[config.mk]
export PLATFORM = sky130hd
export DESIGN_NAME = sdcf_ctrl
export DESIGN_NICKNAME = d
export VERILOG_FILES = /design/src/hw/rtl/spring_damper_camera_follow_unit_defines.svh /design/src/hw/rtl/sdcf_pkg.sv /design/src/hw/rtl/sdcf_ctrl.sv
export SDC_FILE = /design/constraint.sdc
export NUM_CORES = 1
export LEC_CHECK = 0
export BUFFER_PORTS_ARGS = -buffer_cell sky130_fd_sc_hd__buf_4
export CAP_MARGIN = 20
export CELL_PAD_IN_SITES_DETAIL_PLACEMENT = 0
export CELL_PAD_IN_SITES_GLOBAL_PLACEMENT = 1
export CORE_MARGIN = 5
export CORE_UTILIZATION = 44
export CTS_BUF_LIST = sky130_fd_sc_hd__clkbuf_8
export DETAILED_ROUTE_END_ITERATION = 10
export PLACE_DENSITY_LB_ADDON = 0.3
export SYNTH_ARGS = -nofsm -noshare
export SYNTH_HDL_FRONTEND = slang
export SYNTH_SLANG_ARGS = --single-unit
[constraint.sdc]
create_clock -name clk -period 2.58 [get_ports clk]
set_input_delay 0.258 -clock clk [delete_from_list [all_inputs] [get_ports clk]]
set_output_delay 0.258 -clock clk [all_outputs]
set_load 0.02 [all_outputs]
[src/hw/rtl/spring_damper_camera_follow_unit_defines.svh]
// ----------------------------------------------------------------------------
// Spring-damper camera follow: assertion macros
// Shared concurrent assertion forms, clocked on clk and disabled in reset.
// ----------------------------------------------------------------------------
`ifndef SPRING_DAMPER_CAMERA_FOLLOW_UNIT_DEFINES_SVH
`define SPRING_DAMPER_CAMERA_FOLLOW_UNIT_DEFINES_SVH

// Same-cycle implication.
`define SDCF_ASSERT_IMPLY(label, ante, cons) \
    label: assert property (@(posedge clk) disable iff (!rst_n) (ante) |-> (cons)) \
        else $error("%m: implication check failed");

// Next-cycle implication.
`define SDCF_ASSERT_NEXT(label, ante, cons) \
    label: assert property (@(posedge clk) disable iff (!rst_n) (ante) |=> (cons)) \
        else $error("%m: next-cycle check failed");

`endif

[src/hw/rtl/sdcf_pkg.sv]
// ----------------------------------------------------------------------------
// Spring-damper camera follow: shared package
// Payload, configuration and command types, fixed-point helpers and the
// micro-step program that drives the shared multiplier.
// ----------------------------------------------------------------------------
`timescale 1ns / 1ps

package sdcf_pkg;

    localparam int CFG_IDX_W  = 3;
    localparam int CFG_DATA_W = 32;
    localparam int STEP_W     = 6;
    localparam int MUL_W      = 33;
    localparam int PROD_W     = 66;

    // Configuration register indexes
    localparam logic [CFG_IDX_W-1:0] CFG_OFFSET_Y     = CFG_IDX_W'(0);
    localparam logic [CFG_IDX_W-1:0] CFG_OFFSET_Z     = CFG_IDX_W'(1);
    localparam logic [CFG_IDX_W-1:0] CFG_STIFFNESS    = CFG_IDX_W'(2);
    localparam logic [CFG_IDX_W-1:0] CFG_DAMPING      = CFG_IDX_W'(3);
    localparam logic [CFG_IDX_W-1:0] CFG_INVERSE_MASS = CFG_IDX_W'(4);
    localparam logic [CFG_IDX_W-1:0] CFG_LAG_ENABLE   = CFG_IDX_W'(5);

    // Last micro-step of the geometry part and of the whole spring program
    localparam logic [STEP_W-1:0] LAST_GEOM   = STEP_W'(24);
    localparam logic [STEP_W-1:0] LAST_SPRING = STEP_W'(54);

    localparam logic signed [PROD_W-1:0] S32_MAX = PROD_W'(64'sd2147483647);
    localparam logic signed [PROD_W-1:0] S32_MIN = -PROD_W'(64'sd2147483648);
    localparam logic signed [PROD_W-1:0] MAT_MIN = -PROD_W'(64'sd2147483647);
    localparam logic signed [PROD_W-1:0] RND16   = PROD_W'(64'sd32768);
    localparam logic signed [PROD_W-1:0] RND28   = PROD_W'(64'sd134217728);

    typedef struct packed {
        logic signed [31:0] world_x;
        logic signed [31:0] world_y;
        logic signed [31:0] world_z;
        logic signed [15:0] quat_w;
        logic signed [15:0] quat_x;
        logic signed [15:0] quat_y;
        logic signed [15:0] quat_z;
        logic [15:0]        time_step;
    } in_t;

    typedef struct packed {
        logic signed [31:0] cam_x;
        logic signed [31:0] cam_y;
        logic signed [31:0] cam_z;
    } out_t;

    typedef struct packed {
        logic signed [31:0] offset_y;
        logic signed [31:0] offset_z;
        logic [31:0]        stiffness;
        logic [31:0]        damping;
        logic [31:0]        inverse_mass;
        logic               lag_enable;
    } cfg_t;

    localparam cfg_t CFG_RESET = '{
        offset_y:     32'sd0,
        offset_z:     32'sd0,
        stiffness:    32'd655360,
        damping:      32'd131072,
        inverse_mass: 32'd65536,
        lag_enable:   1'b0
    };

    typedef enum logic [1:0] {
        ST_IDLE,
        ST_RUN,
        ST_DRAIN,
        ST_FINISH
    } ctrl_state_t;

    // Multiplier operand A sources
    typedef enum logic [2:0] {
        A_QW,
        A_QX,
        A_QY,
        A_QZ,
        A_MAT,
        A_X,
        A_VEL
    } a_sel_t;

    // Multiplier operand B sources
    typedef enum logic [3:0] {
        B_QW,
        B_QX,
        B_QY,
        B_QZ,
        B_OFFY,
        B_OFFZ,
        B_STIFF,
        B_DAMP,
        B_IMASS,
        B_DT
    } b_sel_t;

    // Write-back operations, applied in the cycle after the product is registered
    typedef enum logic [3:0] {
        WB_NONE,
        WB_LOAD,
        WB_ADD,
        WB_SUB,
        WB_TGT,
        WB_DIFF,
        WB_FS,
        WB_FORCE,
        WB_ACCEL,
        WB_VEL,
        WB_POS
    } wb_op_t;

    typedef struct packed {
        a_sel_t     a_sel;
        b_sel_t     b_sel;
        wb_op_t     wb;
        logic [2:0] idx;
        logic       store;
        logic       dbl;
    } uop_t;

    typedef struct packed {
        uop_t uop;
        logic capture;
        logic out_load;
        logic out_lag;
    } cmd_t;

    localparam uop_t UOP_NOP = '{
        a_sel: A_QW, b_sel: B_QW, wb: WB_NONE, idx: 3'd0, store: 1'b0, dbl: 1'b0
    };

    function automatic logic signed [PROD_W-1:0] sext32(input logic signed [31:0] v);
        return {{(PROD_W-32){v[31]}}, v};
    endfunction

    function automatic logic signed [31:0] sat32(input logic signed [PROD_W-1:0] v);
        logic signed [PROD_W-1:0] r;
        if (v > S32_MAX) begin
            r = S32_MAX;
        end
        else if (v < S32_MIN) begin
            r = S32_MIN;
        end
        else begin
            r = v;
        end
        return r[31:0];
    endfunction

    // Matrix entries clamp symmetrically to +-(2^31-1)
    function automatic logic signed [31:0] mat_clamp(input logic signed [PROD_W-1:0] v);
        logic signed [PROD_W-1:0] r;
        if (v > S32_MAX) begin
            r = S32_MAX;
        end
        else if (v < MAT_MIN) begin
            r = MAT_MIN;
        end
        else begin
            r = v;
        end
        return r[31:0];
    endfunction

    // Round half up, then floor
    function automatic logic signed [PROD_W-1:0] rnd_shr16(input logic signed [PROD_W-1:0] v);
        return (v + RND16) >>> 16;
    endfunction

    function automatic logic signed [PROD_W-1:0] rnd_shr28(input logic signed [PROD_W-1:0] v);
        return (v + RND28) >>> 28;
    endfunction

    // Rounded shift of the negated value
    function automatic logic signed [PROD_W-1:0] rnd_neg_shr16(
        input logic signed [PROD_W-1:0] v
    );
        return (RND16 - v) >>> 16;
    endfunction

    function automatic uop_t make_uop(
        input a_sel_t     a,
        input b_sel_t     b,
        input wb_op_t     wb,
        input logic [2:0] idx,
        input logic       store,
        input logic       dbl
    );
        uop_t u;
        u.a_sel = a;
        u.b_sel = b;
        u.wb    = wb;
        u.idx   = idx;
        u.store = store;
        u.dbl   = dbl;
        return u;
    endfunction

    // Micro-step program. Steps 0-15 build the six rotation matrix entries,
    // 16-24 rotate the offset into the three targets, 25-54 run the spring
    // step, ten steps per axis, always on position 0 of the rotating state.
    function automatic uop_t sdcf_program(input logic [STEP_W-1:0] step);
        uop_t u;
        u = UOP_NOP;
        unique case (step)
            6'd0:  u = make_uop(A_QX, B_QY, WB_LOAD, 3'd0, 1'b0, 1'b0);
            6'd1:  u = make_uop(A_QW, B_QZ, WB_SUB,  3'd0, 1'b1, 1'b1);
            6'd2:  u = make_uop(A_QX, B_QZ, WB_LOAD, 3'd0, 1'b0, 1'b0);
            6'd3:  u = make_uop(A_QW, B_QY, WB_ADD,  3'd1, 1'b1, 1'b1);
            6'd4:  u = make_uop(A_QW, B_QW, WB_LOAD, 3'd0, 1'b0, 1'b0);
            6'd5:  u = make_uop(A_QX, B_QX, WB_SUB,  3'd0, 1'b0, 1'b0);
            6'd6:  u = make_uop(A_QY, B_QY, WB_ADD,  3'd0, 1'b0, 1'b0);
            6'd7:  u = make_uop(A_QZ, B_QZ, WB_SUB,  3'd2, 1'b1, 1'b0);
            6'd8:  u = make_uop(A_QY, B_QZ, WB_LOAD, 3'd0, 1'b0, 1'b0);
            6'd9:  u = make_uop(A_QW, B_QX, WB_SUB,  3'd3, 1'b1, 1'b1);
            6'd10: u = make_uop(A_QY, B_QZ, WB_LOAD, 3'd0, 1'b0, 1'b0);
            6'd11: u = make_uop(A_QW, B_QX, WB_ADD,  3'd4, 1'b1, 1'b1);
            6'd12: u = make_uop(A_QW, B_QW, WB_LOAD, 3'd0, 1'b0, 1'b0);
            6'd13: u = make_uop(A_QX, B_QX, WB_SUB,  3'd0, 1'b0, 1'b0);
            6'd14: u = make_uop(A_QY, B_QY, WB_SUB,  3'd0, 1'b0, 1'b0);
            6'd15: u = make_uop(A_QZ, B_QZ, WB_ADD,  3'd5, 1'b1, 1'b0);
            6'd16: u = make_uop(A_MAT, B_OFFY, WB_LOAD, 3'd0, 1'b0, 1'b0);
            6'd17: u = make_uop(A_MAT, B_OFFZ, WB_ADD,  3'd1, 1'b0, 1'b0);
            6'd18: u = make_uop(A_QW,  B_QW,   WB_TGT,  3'd0, 1'b0, 1'b0);
            6'd19: u = make_uop(A_MAT, B_OFFY, WB_LOAD, 3'd2, 1'b0, 1'b0);
            6'd20: u = make_uop(A_MAT, B_OFFZ, WB_ADD,  3'd3, 1'b0, 1'b0);
            6'd21: u = make_uop(A_QW,  B_QW,   WB_TGT,  3'd1, 1'b0, 1'b0);
            6'd22: u = make_uop(A_MAT, B_OFFY, WB_LOAD, 3'd4, 1'b0, 1'b0);
            6'd23: u = make_uop(A_MAT, B_OFFZ, WB_ADD,  3'd5, 1'b0, 1'b0);
            6'd24: u = make_uop(A_QW,  B_QW,   WB_TGT,  3'd2, 1'b0, 1'b0);
            6'd25, 6'd35, 6'd45:
                u = make_uop(A_QW, B_QW, WB_DIFF, 3'd0, 1'b0, 1'b0);
            6'd27, 6'd37, 6'd47:
                u = make_uop(A_X, B_STIFF, WB_FS, 3'd0, 1'b0, 1'b0);
            6'd28, 6'd38, 6'd48:
                u = make_uop(A_VEL, B_DAMP, WB_FORCE, 3'd0, 1'b0, 1'b0);
            6'd30, 6'd40, 6'd50:
                u = make_uop(A_X, B_IMASS, WB_ACCEL, 3'd0, 1'b0, 1'b0);
            6'd32, 6'd42, 6'd52:
                u = make_uop(A_X, B_DT, WB_VEL, 3'd0, 1'b0, 1'b0);
            6'd34, 6'd44, 6'd54:
                u = make_uop(A_VEL, B_DT, WB_POS, 3'd0, 1'b0, 1'b0);
            default: u = UOP_NOP;
        endcase
        return u;
    endfunction

endpackage

[src/hw/rtl/sdcf_ctrl.sv]
// ----------------------------------------------------------------------------
// Spring-damper camera follow: controller
// Sequences one request through the micro-step program and owns the
// handshakes of the request and result channels.
// ----------------------------------------------------------------------------
`timescale 1ns / 1ps

module sdcf_ctrl
    import sdcf_pkg::*;
(
    input  logic clk,
    input  logic rst_n,
    input  logic lag_enable,
    input  logic in_valid,
    output logic in_ready,
    output logic out_valid,
    input  logic out_ready,
    output cmd_t cmd
);

    ctrl_state_t       state_reg, state_next;
    logic [STEP_W-1:0] step_reg, step_next;
    logic              out_valid_reg, out_valid_next;
    logic              res_free;
    logic [STEP_W-1:0] last_step;

    assign res_free  = !out_valid_reg || out_ready;
    assign last_step = lag_enable ? LAST_SPRING : LAST_GEOM;

    always_ff @(posedge clk or negedge rst_n)
    begin
        if (!rst_n)
        begin
            state_reg     <= ST_IDLE;
            step_reg      <= '0;
            out_valid_reg <= 1'b0;
        end
        else
        begin
            state_reg     <= state_next;
            step_reg      <= step_next;
            out_valid_reg <= out_valid_next;
        end
    end

    // Next state
    always_comb
    begin
        state_next     = state_reg;
        step_next      = step_reg;
        out_valid_next = out_valid_reg && !out_ready;
        unique case (state_reg)
            ST_IDLE:
            begin
                if (in_valid)
                begin
                    state_next = ST_RUN;
                    step_next  = '0;
                end
            end
            ST_RUN:
            begin
                if (step_reg == last_step)
                begin
                    state_next = ST_DRAIN;
                end
                else
                begin
                    step_next = step_reg + STEP_W'(1);
                end
            end
            ST_DRAIN:
            begin
                state_next = ST_FINISH;
            end
            ST_FINISH:
            begin
                if (res_free)
                begin
                    state_next     = ST_IDLE;
                    out_valid_next = 1'b1;
                end
            end
            default:
            begin
                state_next = ST_IDLE;
            end
        endcase
    end

    // Outputs
    always_comb
    begin
        in_ready     = 1'b0;
        cmd.uop      = UOP_NOP;
        cmd.capture  = 1'b0;
        cmd.out_load = 1'b0;
        cmd.out_lag  = lag_enable;
        unique case (state_reg)
            ST_IDLE:
            begin
                in_ready    = 1'b1;
                cmd.capture = in_valid;
            end
            ST_RUN:
            begin
                cmd.uop = sdcf_program(step_reg);
            end
            ST_DRAIN:
            begin
                cmd.uop = UOP_NOP;
            end
            ST_FINISH:
            begin
                cmd.out_load = res_free;
            end
            default:
            begin
                in_ready = 1'b0;
            end
        endcase
    end

    assign out_valid = out_valid_reg;

endmodule

==> flow_metrics.env <==
export IMPL_clk_root_buffer_cell="sky130_fd_sc_hd__clkbuf_8"
export IMPL_grt_total_usage_pct=19.7
export IMPL_synth_cell_type_count=57
export IMPL_dpl_instance_area_mm2=0.00196
export IMPL_die_width_um=72.9
export IMPL_drt_antenna_violating_nets=0
export IMPL_route_detailed_drc=0
export IMPL_viasPerCell=6.24
export IMPL_initial_util_pct=46.6
export IMPL_cts_made_buffers=3
export IMPL_nets=274
export IMPL_detail_routed_net_length_per_standard_cell_um=17.0
export IMPL_syn_inst=229
export IMPL_fin_hold_ws_ns=0.324
export IMPL_cp_data_required_time_ns=2.32
export IMPL_largest_register_ff_count=6
export IMPL_report_final_setup_viol=0
export IMPL_yosys_area_share_adder_pct=13.6
export IMPL_coreArea_mm2=0.00374
export IMPL_cp_arrival_ns=2.17
export IMPL_timing_hold_violations_final=0
export IMPL_place_detailed_hpwl_mm=3.77
export IMPL_synth_top_family_by_area="compound AO/OA/AOI/OAI gates"
export IMPL_slew_limit_fails=0
export IMPL_grt_start_max_net_pins=22
export IMPL_endpoint_kind="output port"
export IMPL_run_status="completed"
export IMPL_synth_yosys_seq_area_share_pct=12.9
export IMPL_total_of_max_cap_violations=0
export IMPL_timing_worst_setup_path_type="reg -> out"
export IMPL_cts_num_sinks=9
export IMPL_htree_num_levels=1
export IMPL_synth_edf_count=0
export IMPL_globalRoute_totalOverflow=0
export IMPL_timing_hold_worst_start="out_ready"
export IMPL_firstDrtPassIters=4
export IMPL_fraction_of_final_layout_cells_with_drive_strength_greater_than_1_pct=21.3
export IMPL_fp_dieArea_mm2=0.00532
export IMPL_fmax_mhz=412
export IMPL_post_route_cell_area_mm2=0.00201
export IMPL_p_total_uw=2030
export IMPL_post_synth_simple_gate_area_pct=23.4
export IMPL_hold_class="in -> reg"
export IMPL_regToRegStartpoint="state_reg[1]"
export IMPL_crit_path_max_fanout=6
export IMPL_cellPowerDensity_mw_per_mm2=1010
export IMPL_flow_area_growth_from_synthesis_pct=15.5
export IMPL_antenna_found_initial=0
export IMPL_timing_slew_headroom_pct=52.0
export IMPL_synthesis_nets=253
export IMPL_tightest_slew_ns=0.720
export IMPL_gp_congestion=0.952
export IMPL_synth_seq_cells=9
export IMPL_post_route_util_pct=53.8
export IMPL_mean_post_synth_cell_area_um2=7.61
export IMPL_timing_final_crit_period_ns=2.43
export IMPL_layout_worst_path_cycle_share_pct=94.1
export IMPL_compound_gate_portion_of_the_synthesized_area_pct=32.4
export IMPL_synth_area_mm2=0.00174
export IMPL_grt_pass1_vias=1676
export IMPL_antennaDiodeCount=0
export IMPL_io_buffers=25
export IMPL_dr_total_vias=1853
export IMPL_p_leak_uw=0.000880
export IMPL_tritoncts="done"
export IMPL_worst_clock_skew_ns=0.000824
export IMPL_finalWirelength_mm=5.04
export IMPL_muxShareOfSynthArea_pct=7.25
export IMPL_critPathLaunchType="flop"
export IMPL_die_y_um=72.9
export IMPL_clock_latency_ns=0.23
export IMPL_power_ir_vdd_worst_mv=0.741
export IMPL_cts_clk_slew_worst_paths_ns=0.04
export IMPL_fin_tns_setup_ns=0
export IMPL_detailedRoute_firstIterationViolations=140
export IMPL_post_synth_xor_xnor_area_pct=0.503
export IMPL_grt_first_pass_wirelength_mm=8.51
export IMPL_synth_async_reset_ratio_pct=100
export IMPL_worst_case_clock_buffer_depth=2
export IMPL_grt_setup_unrepaired="no"
export IMPL_critical_path_startpoint="step_reg[1]"
export IMPL_num_rows=22
export IMPL_synthFlopType="sky130_fd_sc_hd__dfrtp_1"
export IMPL_ioPinCount=26
export IMPL_yosys_warnings=0
==> per-layer routing <==
layer  vias up  share of wire (%)  global-route usage, %
li1        886                  -                      -
met1       875                 48                   30.2
met2        84                 43                   28.8
met3         8                8.1                   2.75
met4         0                1.4                   4.51
met5         -                  0                      0
==> synth_stat cells, types with 3 or more instances <==
cell type	count	area share [%]
sky130_fd_sc_hd__nor3_1	3	0.86
sky130_fd_sc_hd__o211ai_1	7	3.0
sky130_fd_sc_hd__a21oi_1	14	4.0
sky130_fd_sc_hd__nand2b_1	9	3.2
sky130_fd_sc_hd__nand2_1	13	2.8
sky130_fd_sc_hd__nor2b_1	4	1.4
sky130_fd_sc_hd__clkbuf_1	8	1.7
sky130_fd_sc_hd__inv_1	10	2.2
sky130_fd_sc_hd__and2_1	3	1.1
sky130_fd_sc_hd__nand4_1	3	1.1
sky130_fd_sc_hd__nand3_1	10	2.9
sky130_fd_sc_hd__a311oi_1	4	2.0
sky130_fd_sc_hd__buf_2	5	1.4
sky130_fd_sc_hd__buf_4	5	2.2
sky130_fd_sc_hd__mux2i_1	7	4.0
sky130_fd_sc_hd__o21ai_0	13	3.7
sky130_fd_sc_hd__nor2_1	23	5.0
sky130_fd_sc_hd__a31oi_1	4	1.4
sky130_fd_sc_hd__a21o_1	8	3.4
sky130_fd_sc_hd__buf_6	3	1.9
sky130_fd_sc_hd__ha_1	19	14
sky130_fd_sc_hd__dfrtp_1	9	13
==> cell usage in the layout, fill, tap and decap left out, types with 2 or more instances in the layout <==
master,netlist,routed
sky130_fd_sc_hd__buf_4,5,37
sky130_fd_sc_hd__nor2_1,23,23
sky130_fd_sc_hd__ha_1,19,19
sky130_fd_sc_hd__a21oi_1,14,14
sky130_fd_sc_hd__nand2_1,13,13
sky130_fd_sc_hd__o21ai_0,13,13
sky130_fd_sc_hd__inv_1,10,11
sky130_fd_sc_hd__nand3_1,10,10
sky130_fd_sc_hd__nand2b_1,9,9
sky130_fd_sc_hd__a21o_1,8,8
sky130_fd_sc_hd__dfrtp_1,9,8
sky130_fd_sc_hd__mux2i_1,7,7
sky130_fd_sc_hd__o211ai_1,7,7
sky130_fd_sc_hd__nor2b_1,4,4
sky130_fd_sc_hd__a31oi_1,4,4
sky130_fd_sc_hd__and2_1,3,3
sky130_fd_sc_hd__a311oi_1,4,3
sky130_fd_sc_hd__nor3_1,3,3
sky130_fd_sc_hd__nand4_1,3,3
sky130_fd_sc_hd__clkbuf_8,0,3
sky130_fd_sc_hd__nor3b_1,2,2
sky130_fd_sc_hd__a221oi_1,2,2
sky130_fd_sc_hd__o211a_1,2,2
sky130_fd_sc_hd__o22ai_1,2,2
sky130_fd_sc_hd__a211oi_1,2,2
sky130_fd_sc_hd__a32oi_1,2,2
sky130_fd_sc_hd__mux4_2,2,2
sky130_fd_sc_hd__or3_1,2,2
sky130_fd_sc_hd__o2111ai_1,2,2
sky130_fd_sc_hd__a2111o_1,2,2
==> power by group <==
part / switching [µW] / internal, µW / total, µW
clock: 52.7 / 103 / 156
combinational: 961 / 653 / 1610
sequential: 67.9 / 191 / 259
==> cells by family after synthesis <==
| group | Yosys count |
|---|---|
| AND/OR/NAND/NOR | 79 |
| AO/OA/AOI/OAI | 78 |
| buffers and inverters | 33 |
| adder cells (fa/ha/maj) | 19 |
| multiplexers | 10 |
| flip-flops | 9 |
| XOR/XNOR | 1 |
==> layout make-up <==
class	instances	area, µm²
clock buffers	3	41.3
clock inverters	1	3.75
fillers	372	1730
inverters	11	41.3
multi-input cells	187	1350
flip-flops and latches	9	226
well taps	48	60.1
repair buffers	38	288
==> through the flow <==
step / instances / worst slack (ns)
floorplan: 229 / 0.182
global placement: 292 / 0.419
detailed placement: 292 / 0.443
CTS: 297 / 0.196
global route: 297 / 0.0205
finish: 297 / 0.151
==> worst max-delay path, cell delays in order (launching register included) <==
cell	delay [ns]
sky130_fd_sc_hd__dfrtp_1	0.36
sky130_fd_sc_hd__inv_1	0.17
sky130_fd_sc_hd__ha_1	0.36
sky130_fd_sc_hd__nand2b_1	0.22
sky130_fd_sc_hd__a221oi_1	0.41
sky130_fd_sc_hd__a21oi_1	0.07
sky130_fd_sc_hd__a21oi_1	0.18
sky130_fd_sc_hd__buf_4	0.16
==> worst paths after layout <==
path	slack [ns]	cells past startpoint	to
min in group asynchronous	0.39	2	state_reg[1]
setup reg to reg	0.49	6	state_reg[0]
setup / recovery	0.15	7	cmd[18]
hold reg to reg	0.56	2	out_valid
hold / removal	0.32	4	out_valid
max in group asynchronous	2.03	2	step_reg[2]
==> repair_timing <==
item | CTS | global route
setup endpoints to repair | 0 | 1
setup buffers | 0 | 0
endpoints found under the hold margin | 9 | 0
hold buffers | 1 | 0
resized for setup | 0 | 1
No activity file was read; power rests on OpenSTA's default activity.
